==> src/hw/rtl/symmetric_fir_lowpass_60tap_core_defines.svh <==
// ----------------------------------------------------------------------------
// Assertion macros for the symmetric low-pass FIR core
// Shared shorthand for same-cycle and next-cycle implication checks.
// ----------------------------------------------------------------------------
`ifndef SYMMETRIC_FIR_LOWPASS_60TAP_CORE_DEFINES_SVH
`define SYMMETRIC_FIR_LOWPASS_60TAP_CORE_DEFINES_SVH

// The consequent must hold in the same cycle as the antecedent.
`define SYMFIR_ASSERT_SAME(label, clk, rst, ante, cons, msg) \
   label: assert property (@(posedge clk) disable iff (rst) (ante) |-> (cons)) \
      else $error(msg);

// The consequent must hold in the cycle after the antecedent.
`define SYMFIR_ASSERT_NEXT(label, clk, rst, ante, cons, msg) \
   label: assert property (@(posedge clk) disable iff (rst) (ante) |=> (cons)) \
      else $error(msg);

`endif

==> src/hw/rtl/symfir_pkg.sv <==
// ----------------------------------------------------------------------------
// symfir_pkg
// Widths, coefficient table and shared types of the symmetric FIR core.
// ----------------------------------------------------------------------------
`default_nettype none

package symfir_pkg;

   localparam int TAPS        = 60;
   localparam int HALF_TAPS   = TAPS / 2;
   localparam int CNT_W       = $clog2(TAPS);
   localparam int IDX_W       = $clog2(HALF_TAPS + 1);
   localparam int SAMPLE_W    = 16;
   localparam int COEF_W      = 18;
   localparam int PROD_W      = SAMPLE_W + 1 + COEF_W;
   localparam int ACC_W       = 41;
   localparam int OUT_W       = 18;
   localparam int ROUND_SHIFT = 20;
   localparam int OUT_MAX     = 131071;
   localparam int OUT_MIN     = -131072;
   localparam int REQ_TDATA_W = 16;
   localparam int RSP_TDATA_W = 24;

   localparam logic [SAMPLE_W-1:0] RESET_OLDEST = 16'd24576;

   typedef logic [CNT_W-1:0] step_cnt_type;

   // Control that travels with each tap from the sequencer into the MAC.
   typedef struct packed {
      logic vld;
      logic first;
      logic last;
   } mac_ctrl_type;

   // Signed Q0.20 coefficients, first half of the symmetric response.
   localparam logic signed [COEF_W-1:0] COEF_TABLE [0:HALF_TAPS] = '{
      18'sd0,      18'sd293,    18'sd630,    18'sd1023,   18'sd1460,
      18'sd1887,   18'sd2216,   18'sd2323,   18'sd2067,   18'sd1322,
      18'sd0,      -18'sd1913,  -18'sd4329,  -18'sd7045,  -18'sd9741,
      -18'sd11996, -18'sd13306, -18'sd13181, -18'sd11136, -18'sd6805,
      18'sd0,      18'sd9270,   18'sd20751,  18'sd33953,  18'sd48172,
      18'sd62527,  18'sd76064,  18'sd87818,  18'sd96930,  18'sd102698,
      18'sd104669
   };

   // Coefficient for delay-line entry k (oldest is zero), mirrored about the center.
   function automatic logic signed [COEF_W-1:0] coef_for(input step_cnt_type k);
      step_cnt_type idx;
      idx = (k <= CNT_W'(HALF_TAPS)) ? k : (CNT_W'(TAPS) - k);
      return COEF_TABLE[idx[IDX_W-1:0]];
   endfunction

endpackage

`default_nettype wire

==> src/hw/rtl/symmetric_fir_lowpass_60tap_core.sv <==
// ----------------------------------------------------------------------------
// symmetric_fir_lowpass_60tap_core
// 60-tap symmetric low-pass FIR on unsigned Q2.14 voltage samples.
// ----------------------------------------------------------------------------
// The core filters one voltage sample per transfer and returns one filtered
// value per transfer. After the input transfer the chain of 60 delay-line
// cells shifts 61 times, one entry per cycle in front of a single shared
// multiplier. The first shift drops the oldest entry and takes in the new
// sample. The next 59 shifts bring the remaining taps to the multiplier. The
// last shift closes the rotation so the oldest entry sits in front again.
// The first and last entries seen in a pass meet the zero end coefficient
// and add nothing. The multiplier pipeline then drains, and the sum is
// rounded, saturated and loaded into the output register. A result that is
// still waiting in the output register when the next sum is ready holds the
// core until the result side takes it. The output lags the input by one
// sample because the sum is formed before the new sample enters the line.
// After reset the oldest entry holds 1.5 V and all others zero. A finished
// result waits in the output register while the next sample is already
// being accepted and filtered; new samples are taken only between passes.
// ----------------------------------------------------------------------------
`default_nettype none

`include "symmetric_fir_lowpass_60tap_core_defines.svh"

module symmetric_fir_lowpass_60tap_core (
   input  wire logic                                   clock,
   input  wire logic                                   reset,
   input  wire logic                                   req_tvalid,
   output logic                                        req_tready,
   input  wire logic [symfir_pkg::REQ_TDATA_W-1:0]     req_tdata,  // [15:0] sample
   output logic                                        rsp_tvalid,
   input  wire logic                                   rsp_tready,
   output logic      [symfir_pkg::RSP_TDATA_W-1:0]     rsp_tdata   // [17:0] filtered, rest zero
);
   import symfir_pkg::*;

   // The rounded sum keeps the integer bits of the accumulator plus one carry bit.
   localparam int Q_W = ACC_W + 1 - ROUND_SHIFT;
   localparam logic signed [Q_W-1:0]   SAT_HI     = Q_W'(OUT_MAX);
   localparam logic signed [Q_W-1:0]   SAT_LO     = Q_W'(OUT_MIN);
   localparam logic signed [ACC_W:0]   ROUND_HALF = (ACC_W+1)'(1 << (ROUND_SHIFT - 1));
   // One shift more than there are taps: the pass ends with the line
   // advanced by exactly one sample.
   localparam step_cnt_type            LAST_STEP  = CNT_W'(TAPS);

   typedef enum logic [1:0] {
      ST_IDLE,
      ST_RUN,
      ST_DRAIN,
      ST_FIN
   } state_type;

   state_type                state_ff;
   step_cnt_type             step_cnt_ff;
   logic [SAMPLE_W-1:0]      new_sample_ff;
   logic                     rsp_tvalid_ff;
   logic [OUT_W-1:0]         rsp_data_ff;
   logic [OUT_W-1:0]         rsp_data_in;

   logic [SAMPLE_W-1:0]      cell_q [TAPS];
   logic                     shift_en;
   logic [SAMPLE_W-1:0]      top_feed;
   mac_ctrl_type             mac_ctrl;
   logic signed [COEF_W-1:0] coef;
   logic signed [ACC_W-1:0]  mac_acc;
   logic                     mac_done;
   logic signed [ACC_W:0]    rnd_sum;
   logic signed [Q_W-1:0]    rnd_q;
   logic                     rsp_slot_free;
   logic                     rsp_load;

   // Accepting a new sample only needs the filter to be free; the output
   // register decouples the result side.
   assign req_tready    = (state_ff == ST_IDLE);
   assign rsp_slot_free = !rsp_tvalid_ff || rsp_tready;
   assign rsp_load      = (state_ff == ST_FIN) && rsp_slot_free;

   // On the first step the oldest entry falls out (its coefficient is zero)
   // and the new sample enters at the top; the line then already holds its
   // next contents. The remaining 60 steps rotate it once all the way round,
   // so the oldest entry is back in front when the pass ends.
   assign shift_en = (state_ff == ST_RUN);
   assign top_feed = (step_cnt_ff == '0) ? new_sample_ff : cell_q[0];

   genvar gi;
   generate
      for (gi = 0; gi < TAPS; gi++) begin : g_chain
         if (gi == TAPS - 1) begin : g_top
            symfir_cell #(
               .RESET_VALUE (SAMPLE_W'(0))
            ) u_cell (
               .clock    (clock),
               .reset    (reset),
               .shift_en (shift_en),
               .d_in     (top_feed),
               .q_out    (cell_q[gi])
            );
         end else begin : g_mid
            symfir_cell #(
               .RESET_VALUE ((gi == 0) ? RESET_OLDEST : SAMPLE_W'(0))
            ) u_cell (
               .clock    (clock),
               .reset    (reset),
               .shift_en (shift_en),
               .d_in     (cell_q[gi+1]),
               .q_out    (cell_q[gi])
            );
         end
      end
   endgenerate

   // The step count equals the original index of the entry now at the front.
   // On the last step the new sample is in front; its mirrored index is the
   // zero end coefficient, so it adds nothing.
   assign coef     = coef_for(step_cnt_ff);
   assign mac_ctrl = '{vld:   shift_en,
                       first: (step_cnt_ff == '0),
                       last:  (step_cnt_ff == LAST_STEP)};

   symfir_mac u_mac (
      .clock  (clock),
      .reset  (reset),
      .ctrl   (mac_ctrl),
      .sample (cell_q[0]),
      .coef   (coef),
      .acc    (mac_acc),
      .done   (mac_done)
   );

   // Round half up: add half an LSB, then an arithmetic shift floors the sum.
   // Out-of-range results clamp to the signed 18-bit limits.
   always_comb begin
      rnd_sum = {mac_acc[ACC_W-1], mac_acc} + ROUND_HALF;
      rnd_q   = $signed(rnd_sum[ACC_W:ROUND_SHIFT]);
      if (rnd_q > SAT_HI) begin
         rsp_data_in = SAT_HI[OUT_W-1:0];
      end else if (rnd_q < SAT_LO) begin
         rsp_data_in = SAT_LO[OUT_W-1:0];
      end else begin
         rsp_data_in = rnd_q[OUT_W-1:0];
      end
   end

   always_ff @(posedge clock) begin
      if (reset) begin
         state_ff      <= ST_IDLE;
         step_cnt_ff   <= '0;
         rsp_tvalid_ff <= 1'b0;
      end else begin
         // A new result may replace the one leaving in the same cycle.
         if (rsp_load) begin
            rsp_tvalid_ff <= 1'b1;
         end else if (rsp_tready) begin
            rsp_tvalid_ff <= 1'b0;
         end
         case (state_ff)
            ST_IDLE: begin
               if (req_tvalid) begin
                  state_ff    <= ST_RUN;
                  step_cnt_ff <= '0;
               end
            end
            ST_RUN: begin
               if (step_cnt_ff == LAST_STEP) begin
                  state_ff <= ST_DRAIN;
               end else begin
                  step_cnt_ff <= step_cnt_ff + CNT_W'(1);
               end
            end
            ST_DRAIN: begin
               if (mac_done) begin
                  state_ff <= ST_FIN;
               end
            end
            ST_FIN: begin
               // Hold the finished sum until the output register is free.
               if (rsp_slot_free) begin
                  state_ff <= ST_IDLE;
               end
            end
            default: begin
               state_ff <= ST_IDLE;
            end
         endcase
      end
   end

   // Payload registers.
   always_ff @(posedge clock) begin
      if (req_tvalid && req_tready) begin
         new_sample_ff <= req_tdata[SAMPLE_W-1:0];
      end
      if (rsp_load) begin
         rsp_data_ff <= rsp_data_in;
      end
   end

   assign rsp_tvalid = rsp_tvalid_ff;
   assign rsp_tdata  = {(RSP_TDATA_W-OUT_W)'(0), rsp_data_ff};

   `SYMFIR_ASSERT_NEXT(a_accept_starts_pass, clock, reset, req_tvalid && req_tready, state_ff == ST_RUN && step_cnt_ff == '0, "accepted transfer did not start a pass at the first tap")
   `SYMFIR_ASSERT_NEXT(a_pass_ends_after_last_tap, clock, reset, state_ff == ST_RUN && step_cnt_ff == LAST_STEP, state_ff == ST_DRAIN, "pass did not stop after the last tap")
   `SYMFIR_ASSERT_SAME(a_mac_done_while_draining, clock, reset, mac_done, state_ff == ST_DRAIN, "accumulator finished outside the drain phase")

endmodule

`default_nettype wire

==> src/hw/rtl/symfir_cell.sv <==
// ----------------------------------------------------------------------------
// symfir_cell
// One delay-line entry; takes its neighbor's sample on every shift.
// ----------------------------------------------------------------------------
`default_nettype none

module symfir_cell #(
   parameter logic [symfir_pkg::SAMPLE_W-1:0] RESET_VALUE = 16'd0
) (
   input  wire logic                              clock,
   input  wire logic                              reset,
   input  wire logic                              shift_en,
   input  wire logic [symfir_pkg::SAMPLE_W-1:0]   d_in,
   output logic      [symfir_pkg::SAMPLE_W-1:0]   q_out
);
   import symfir_pkg::*;

   logic [SAMPLE_W-1:0] sample_ff;

   always_ff @(posedge clock) begin
      if (reset) begin
         sample_ff <= RESET_VALUE;
      end else if (shift_en) begin
         sample_ff <= d_in;
      end
   end

   assign q_out = sample_ff;

endmodule

`default_nettype wire

==> src/hw/rtl/symfir_mac.sv <==
// ----------------------------------------------------------------------------
// symfir_mac
// Two-stage multiply-accumulate over the taps streamed out of the chain.
// ----------------------------------------------------------------------------
`default_nettype none

module symfir_mac (
   input  wire logic                                  clock,
   input  wire logic                                  reset,
   input  wire symfir_pkg::mac_ctrl_type              ctrl,
   input  wire logic        [symfir_pkg::SAMPLE_W-1:0] sample,
   input  wire logic signed [symfir_pkg::COEF_W-1:0]   coef,
   output logic signed      [symfir_pkg::ACC_W-1:0]    acc,
   output logic                                       done
);
   import symfir_pkg::*;

   mac_ctrl_type              ctrl_ff;
   logic signed [PROD_W-1:0]  prod_ff;
   logic signed [ACC_W-1:0]   acc_ff;
   logic signed [ACC_W-1:0]   acc_in;
   logic                      done_ff;

   // Stage one: product of the sample, taken as non-negative, and the coefficient.
   always_ff @(posedge clock) begin
      prod_ff <= $signed({1'b0, sample}) * coef;
   end

   // The first tap restarts the sum.
   always_comb begin
      acc_in = (ctrl_ff.first ? '0 : acc_ff) + ACC_W'(prod_ff);
   end

   always_ff @(posedge clock) begin
      if (reset) begin
         ctrl_ff <= '0;
         done_ff <= 1'b0;
         acc_ff  <= '0;
      end else begin
         ctrl_ff <= ctrl;
         done_ff <= ctrl_ff.vld && ctrl_ff.last;
         if (ctrl_ff.vld) begin
            acc_ff <= acc_in;
         end
      end
   end

   assign acc  = acc_ff;
   assign done = done_ff;

endmodule

`default_nettype wire

==> config.mk <==
export PLATFORM = sky130hd
export DESIGN_NAME = symmetric_fir_lowpass_60tap_core
export DESIGN_NICKNAME = d
export VERILOG_FILES = /design/src/hw/rtl/symfir_pkg.sv /design/src/hw/rtl/symmetric_fir_lowpass_60tap_core.sv /design/src/hw/rtl/symfir_cell.sv /design/src/hw/rtl/symfir_mac.sv
export VERILOG_INCLUDE_DIRS = /design/src /design/src/hw/rtl
export SDC_FILE = /design/constraint.sdc
export NUM_CORES = 2
export LEC_CHECK = 0
export BUFFER_PORTS_ARGS = -buffer_cell sky130_fd_sc_hd__buf_2
export CORE_MARGIN = 2
export CORE_UTILIZATION = 61
export CTS_CLUSTER_DIAMETER = 50
export DETAILED_ROUTE_END_ITERATION = 12
export GPL_TIMING_DRIVEN = 0
export PLACE_DENSITY = 0.77
export SLEW_MARGIN = 20
export SYNTH_ARGS = -nofsm -noshare
export SYNTH_HDL_FRONTEND = slang
export SYNTH_SLANG_ARGS = --single-unit
==> constraint.sdc <==
create_clock -name clock -period 13.6 [get_ports clock]
set_input_delay 0.68 -clock clock [delete_from_list [all_inputs] [get_ports clock]]
set_output_delay 0.68 -clock clock [all_outputs]
set_load 0.01 [all_outputs]
Word-level counts from Yosys, hierarchy flattened
Memory sizes are Yosys's and may differ from the RTL's.
Index checks and enable logic that the tools add are counted.
- bits in read-only memories: 576
- output and inout port bits: 26
- flip-flop bits (word level): 1083
- memories kept: 1
- add/sub/neg operators: 4
- $lt $le $gt $ge: 4
- multiply operators: 1
- equal/unequal tests: 9
- mux-type cells: 16
- bitwise operators: 1
- reductions and logical operators: 11
- memories (memory ; words ; width ; read ports ; clocked after Yosys merged registers in ; write ports ; RTL line ; source):
    (name not given) ; 32 ; 18 ; 1 ; 0 ; 0 ; symfir_pkg.sv:50 ; return COEF_TABLE[idx[IDX_W-1:0]];
- operator list (kind ; number):
    $mux W18 ; 3
    $add A41 B21 Y42 const B ; 1
    $add A41 B41 Y41 ; 1
    $mux W41 ; 1
    $mul A17 B18 Y35 ; 1
    $gt A22 B18 Y1 const B ; 1
    $lt A22 B18 Y1 const B ; 1
    $mux W16 ; 1
    $mux W6 ; 2
    $pmux W6 S2 ; 1
    $mux W2 ; 4
    $pmux W2 S4 ; 1
    $add A6 B1 Y6 const B ; 1
    $eq A6 B6 Y1 const B ; 1
    $ge A6 B6 Y1 const B ; 1
    $le A6 B5 Y1 const B ; 1
    $logic_not A6 Y1 ; 1
    $ne A2 B2 Y1 const B ; 3
    $not A5 Y6 ; 1
    $mux W5 ; 1
    $sub A5 B5 Y5 const A ; 1
    $eq A2 B2 Y1 const B ; 2
    $ne A2 B1 Y1 const B ; 2
    $reduce_and A4 Y1 ; 1
    other kinds (8) ; 12

Logic depth before layout (Yosys ltp)
- depth in word-level cells: 7
- mapped depth: 38
- mapped depth without buffers: 35

Cells and area by module
A second synthesis with hierarchy kept.
- cell total of the unflattened synthesis: 5331
- area, all modules: 54179.5 µm²
- modules (own cells, without submodules) (module ; times used ; cells an instance ; area an instance (µm²)):
    symfir_cell at g_chain[10].g_mid.u_cell ... ; 59 ; 52 ; 580.6
    symfir_mac ; 1 ; 1795 ; 15767.6
    symmetric_fir_lowpass_60tap_core ; 1 ; 416 ; 3574.7
    symfir_cell at g_chain[0].g_mid.u_cell ; 1 ; 52 ; 584.3

Worst setup path before layout
No wires, ideal clock.
- kind: register to register
- start point: reg step_cnt_ff[0]
- end point: reg u_mac.prod_ff[33]
- data required time: 13.528 ns
- clock period less this slack: 8.273 ns
- arrival: 8.201 ns
- stages on the path, launching flop included: 34
- library setup time: 0.072 ns
- setup slack: 5.327 ns
- path through: dfxtp_1 > clkbuf_1 > inv_1 > ha_1 > o21ba_2 > o22a_1 > inv_1 > ha_1 > a21o_1 > nand2_1 > o21ai_0 > buf_2 > nand2_1 > fa_1 > inv_1 > fa_1 > fa_1 > fa_1 > fa_1 > inv_1 > fa_1 > inv_1 > ha_1 > a21o_1 > a221o_1 > a21oi_1 > o21ai_2 > a31oi_4 > nand4b_2 > a41oi_4 > o31ai_4 > o21ai_1 > a21oi_2 > xnor2_1
- cells in the longest elaborated chain, start to end: 7
- ends and longest elaborated chain (element ; RTL line ; source):
    start: declaration ; symmetric_fir_lowpass_60tap_core.sv:54 ; step_cnt_type step_cnt_ff;
    start signal: assignment ; symmetric_fir_lowpass_60tap_core.sv:167 ; step_cnt_ff <= step_cnt_ff + CNT_W'(1);
    $sub A5 B5 Y5 / $le A6 B5 Y1 (equally long branches) ; symfir_pkg.sv:49 ; idx = (k <= CNT_W'(HALF_TAPS)) ? k : (CNT_W'(TAPS) - k);
    $mux W5 (*) ; symfir_pkg.sv:49 ;
    $not A5 Y6 (implied by the code) (*) ; symfir_pkg.sv:50 ;
    $mem_v2 Z32 W18 (*) ; -- ;
    $mux W18 (implied by the code) (*) (2 in a row) ; symfir_pkg.sv:50 ;
    $mul A17 B18 Y35 (*) ; symfir_mac.sv:26 ; prod_ff <= $signed({1'b0, sample}) * coef;
    end signal: assignment ; symfir_mac.sv:26 ;
    end: declaration ; symfir_mac.sv:19 ; logic signed [PROD_W-1:0] prod_ff;
Every way passes the cells marked *; elsewhere a longest branch is shown, timed or not. The select of a mux whose other input is x is not followed.
A chain may end at the register's enable or synchronous reset.

Final worst setup path
- start point: reg step_cnt_ff[0]
- end point: reg u_mac.prod_ff[34]
Same word-level chain as after synthesis.

==> flow_summary.yaml <==
run_status:
  status: "finished, final reports clean"
clock_tree:
  clk_pin_slew_ns: 0.06
  postCtsHoldBufs: 0
  cts_tree: "built"
  ctsLongestPathBuffers: 3
  post-cts-setup-buffers: 0
  clockRootBuffer: "clkbuf_16"
  cts.sinks: 1083
  h-tree-depth: 3
  post_cts_resized: 0
  numCtsBuffers: 109
  clkLatencyLatePin_ns: 0.72
critical_path:
  crit_path_frequent_cell: "fa_1"
  r2r-start: "step_cnt_ff[0]$_SDFFE_PP0P_"
  cp.arrival_ns: 10.91
  endpoint_kind: "flip-flop"
  worstPathRequired_ns: 14.07
  crit_start: "step_cnt_ff[0]$_SDFFE_PP0P_"
  max_stage_delay_ns: 0.67
  critPathLaunchType: "flip-flop"
  path_max_fanout: 10
  path_class: "flip-flop to flip-flop"
  slowest_stage: "o21ai_0"
logic_synthesis:
  synthAdderAreaFrac: 0.1486
  syn_avg_cell_area_um2: 9.994
  synth-edff-count: 34
  yosysUniqueCellTypes: 84
  synth_top_family_by_area: "multiplexers"
  synth.yosys.seq_area_share: 0.4229
  synth-simple-area-share: 0.1285
  synth_xor_area_frac: 0.01646
  synth_compound_area_frac: 0.04124
  ys_seq_elements: 1083
  async_reset_ff_frac: 0
  syn_area_mm2: 0.05207
  yosysWarnings: 0
  synth_flop_cell: "dfxtp_1"
  muxShareOfSynthArea: 0.1902
  synthCells: 5210
power:
  vdd_drop_max_uv: 138.6
  p_total_w: 0.008239
  leakage_nw: 24.29
  power.density_mw_per_mm2: 142.8
run:
  drv_cap: 0
global_routing:
  antenna_found_initial: 4
  grt_max_degree: 19
  grt_pass1_wl_mm: 179.6
  grt.overflow.total: 0
  track_usage: 0.2514
  grt_pass1_vias: 35490
floorplanning:
  io_pins: 46
  die_w_um: 296.2
  die_area_mm2: 0.08771
  die_height_um: 296.2
  start_util: 0.6134
  coreArea_mm2: 0.08488
  rows: 107
place:
  dp_hpwl_mm: 80.01
  port_buffers: 39
  gp_congestion: 0.9558
route:
  vias: 34860
  first_iter_violations: 1968
  vias_per_cell: 5.280
  post-route-drc-count: 0
  dr.pass1.iters: 5
  ant_nets: 0
  avgRoutedWirePerCell_um: 16.41
  wl_mm: 108.3
cells_and_area:
  area.growth.synth_to_final_pct: 10.77
  layout.nets: 5827
  fillers: 6583
  antenna-diode-count: 0
  drive_gt1_frac: 0.05606
timing:
  fin_crit_sh: 0.7671
  tns_ns: 0
  slew_viol_final: 0
  fin_skew_ns: 0.06900
  final_hold_viol_count: 0
  setup_violations: 0
  fmax_mhz: 95.86
  worst_slew_pin_slew_ns: 1.074
  slew_headroom: 0.2839
  period_needed_ns: 10.43
  rsz0062_at_grt: "no"
hold_path:
  hold_path_startpoint: "req_tdata[9]"
  hp-class: "input pin to flip-flop"
## critical path, delay by kind of cell, from the launching register on
kind            cells  cell delay, ns
compound gates     12            2.64
simple gates        4            0.67
xor+xnor            1            0.62
flops               1            0.48
buf+inv             7            1.47
fa+ha+maj           9            4.27
## flip-flops by register name (all words and copies together) (netlist names)
signal                      cells
g_chain.g_mid.u_cell.q_out    944
g_chain.g_top.u_cell.q_out     16
new_sample_ff                  16
rsp_data_ff                    18
rsp_tvalid                      1
state_ff                        2
step_cnt_ff                     6
u_mac.acc                      41
u_mac.ctrl_ff                   3
u_mac.done                      1
u_mac.prod_ff                  35
## routing by layer
| layer | share of wire | track usage | up-vias |
|---|---|---|---|
| met4 | 0.022 | 0.06603 | 2 |
| met3 | 0.058 | 0.05344 | 185 |
| li1 | - | - | 17250 |
| met1 | 0.45 | 0.3277 | 16750 |
| met5 | 0.00010 | 0 | - |
| met2 | 0.47 | 0.4247 | 676 |
## through the flow
stage	instances	util	setup slack (ns)	area (µm²)	hold slack (ns)
global route	6602	0.6795	2.533	57680	0.1185
CTS	6602	0.6795	3.256	57680	0.1103
floorplan	5215	-	5.327	52090	0.3936
finish	6602	0.6795	3.168	57680	0.1390
global placement	6398	0.6328	3.147	53710	0.4038
detailed placement	6398	0.6329	3.329	53720	0.4006
## cell families (layout without fill, tap and decap cells)
logic type | after synthesis | in the layout
AND/OR/NAND/NOR | 1587 | 1587
flip-flops | 1083 | 1083
multiplexers | 989 | 989
buffers and inverters | 699 | 942
adder cells (fa/ha/maj) | 442 | 442
AO/OA/AOI/OAI | 315 | 315
XOR/XNOR | 94 | 94
other | 1 | 6
## path summary, 6_finish.rpt
path | slack [ns] | depth (start not counted) | endpoint
max | 3.17 | 33 | u_mac.prod_ff[34]$_DFF_P_
min reg2reg | 0.42 | 2 | u_mac.done$_SDFF_PP0_
max reg2reg | 3.17 | 33 | u_mac.prod_ff[34]$_DFF_P_
min | 0.14 | 1 | new_sample_ff[9]$_DFFE_PP_
## placed cells by master, fill, tap and decap left out, types with 14 or more instances in the layout
cell type / synthesis / routed
ha_1: 148 / 148
buf_1: 96 / 96
nand2b_1: 22 / 22
edfxtp_1: 34 / 34
fa_1: 294 / 294
o211ai_1: 16 / 16
xor2_1: 37 / 37
xnor2_1: 54 / 54
a21o_1: 33 / 33
nor2b_1: 61 / 60
inv_1: 386 / 386
nand3_1: 30 / 30
nor3_1: 14 / 14
clkbuf_1: 176 / 192
mux2i_1: 987 / 987
nand2_1: 238 / 238
a21oi_1: 80 / 80
nor2_1: 1058 / 1058
o21ai_0: 62 / 62
clkbuf_16: 0 / 112
dfxtp_1: 1049 / 1049
clkbuf_8: 0 / 31
buf_2: 26 / 65
a211oi_1: 30 / 30
buf_4: 14 / 14
and2_1: 113 / 113
## power by group
part / switching (W) / total [W] / internal, W
sequential: 0.0000375 / 0.00329 / 0.00326
clock: 0.00131 / 0.00318 / 0.00188
combinational: 0.00104 / 0.00176 / 0.000727
total: 0.00238 / 0.00824 / 0.00586
## area by class of cell
class / instances / area (µm²) / area share
tap: 1144 / 1431 / 0.02482
buffer: 312 / 1256 / 0.02178
sequential: 1083 / 22020 / 0.3818
multi-input combinational: 3433 / 27360 / 0.4744
clock inverter: 45 / 665.6 / 0.01154
clock buffer: 159 / 3289 / 0.05703
inverter: 387 / 1453 / 0.02519
timing repair buffer: 39 / 195.2 / 0.003384
## cells in the mapped netlist, types with 4 or more instances
| cell | number | share of area |
|---|---|---|
| nor2_1 | 1058 | 0.076 |
| dfxtp_1 | 1049 | 0.40 |
| mux2i_1 | 987 | 0.19 |
| inv_1 | 386 | 0.028 |
| fa_1 | 294 | 0.11 |
| nand2_1 | 238 | 0.017 |
| clkbuf_1 | 176 | 0.013 |
| ha_1 | 148 | 0.036 |
| and2_1 | 113 | 0.014 |
| buf_1 | 96 | 0.0069 |
| a21oi_1 | 80 | 0.0077 |
| o21ai_0 | 62 | 0.0060 |
| nor2b_1 | 61 | 0.0073 |
| xnor2_1 | 54 | 0.0091 |
| xor2_1 | 37 | 0.0062 |
| edfxtp_1 | 34 | 0.020 |
| a21o_1 | 33 | 0.0048 |
| a211oi_1 | 30 | 0.0043 |
| nand3_1 | 30 | 0.0029 |
| buf_2 | 26 | 0.0025 |
| nand2b_1 | 22 | 0.0026 |
| o211ai_1 | 16 | 0.0023 |
| buf_4 | 14 | 0.0020 |
| nor3_1 | 14 | 0.0013 |
| o21ai_1 | 11 | 0.0011 |
| o21a_1 | 10 | 0.0014 |
| a31oi_1 | 9 | 0.0011 |
| and3_1 | 9 | 0.0011 |
| nand4_1 | 9 | 0.0011 |
| nor3b_1 | 7 | 0.0010 |
| or3_1 | 7 | 0.00084 |
| o21bai_1 | 6 | 0.00087 |
| o22ai_1 | 6 | 0.00072 |
| o21ai_2 | 4 | 0.00067 |
No activity file was read; power rests on OpenSTA's default activity.
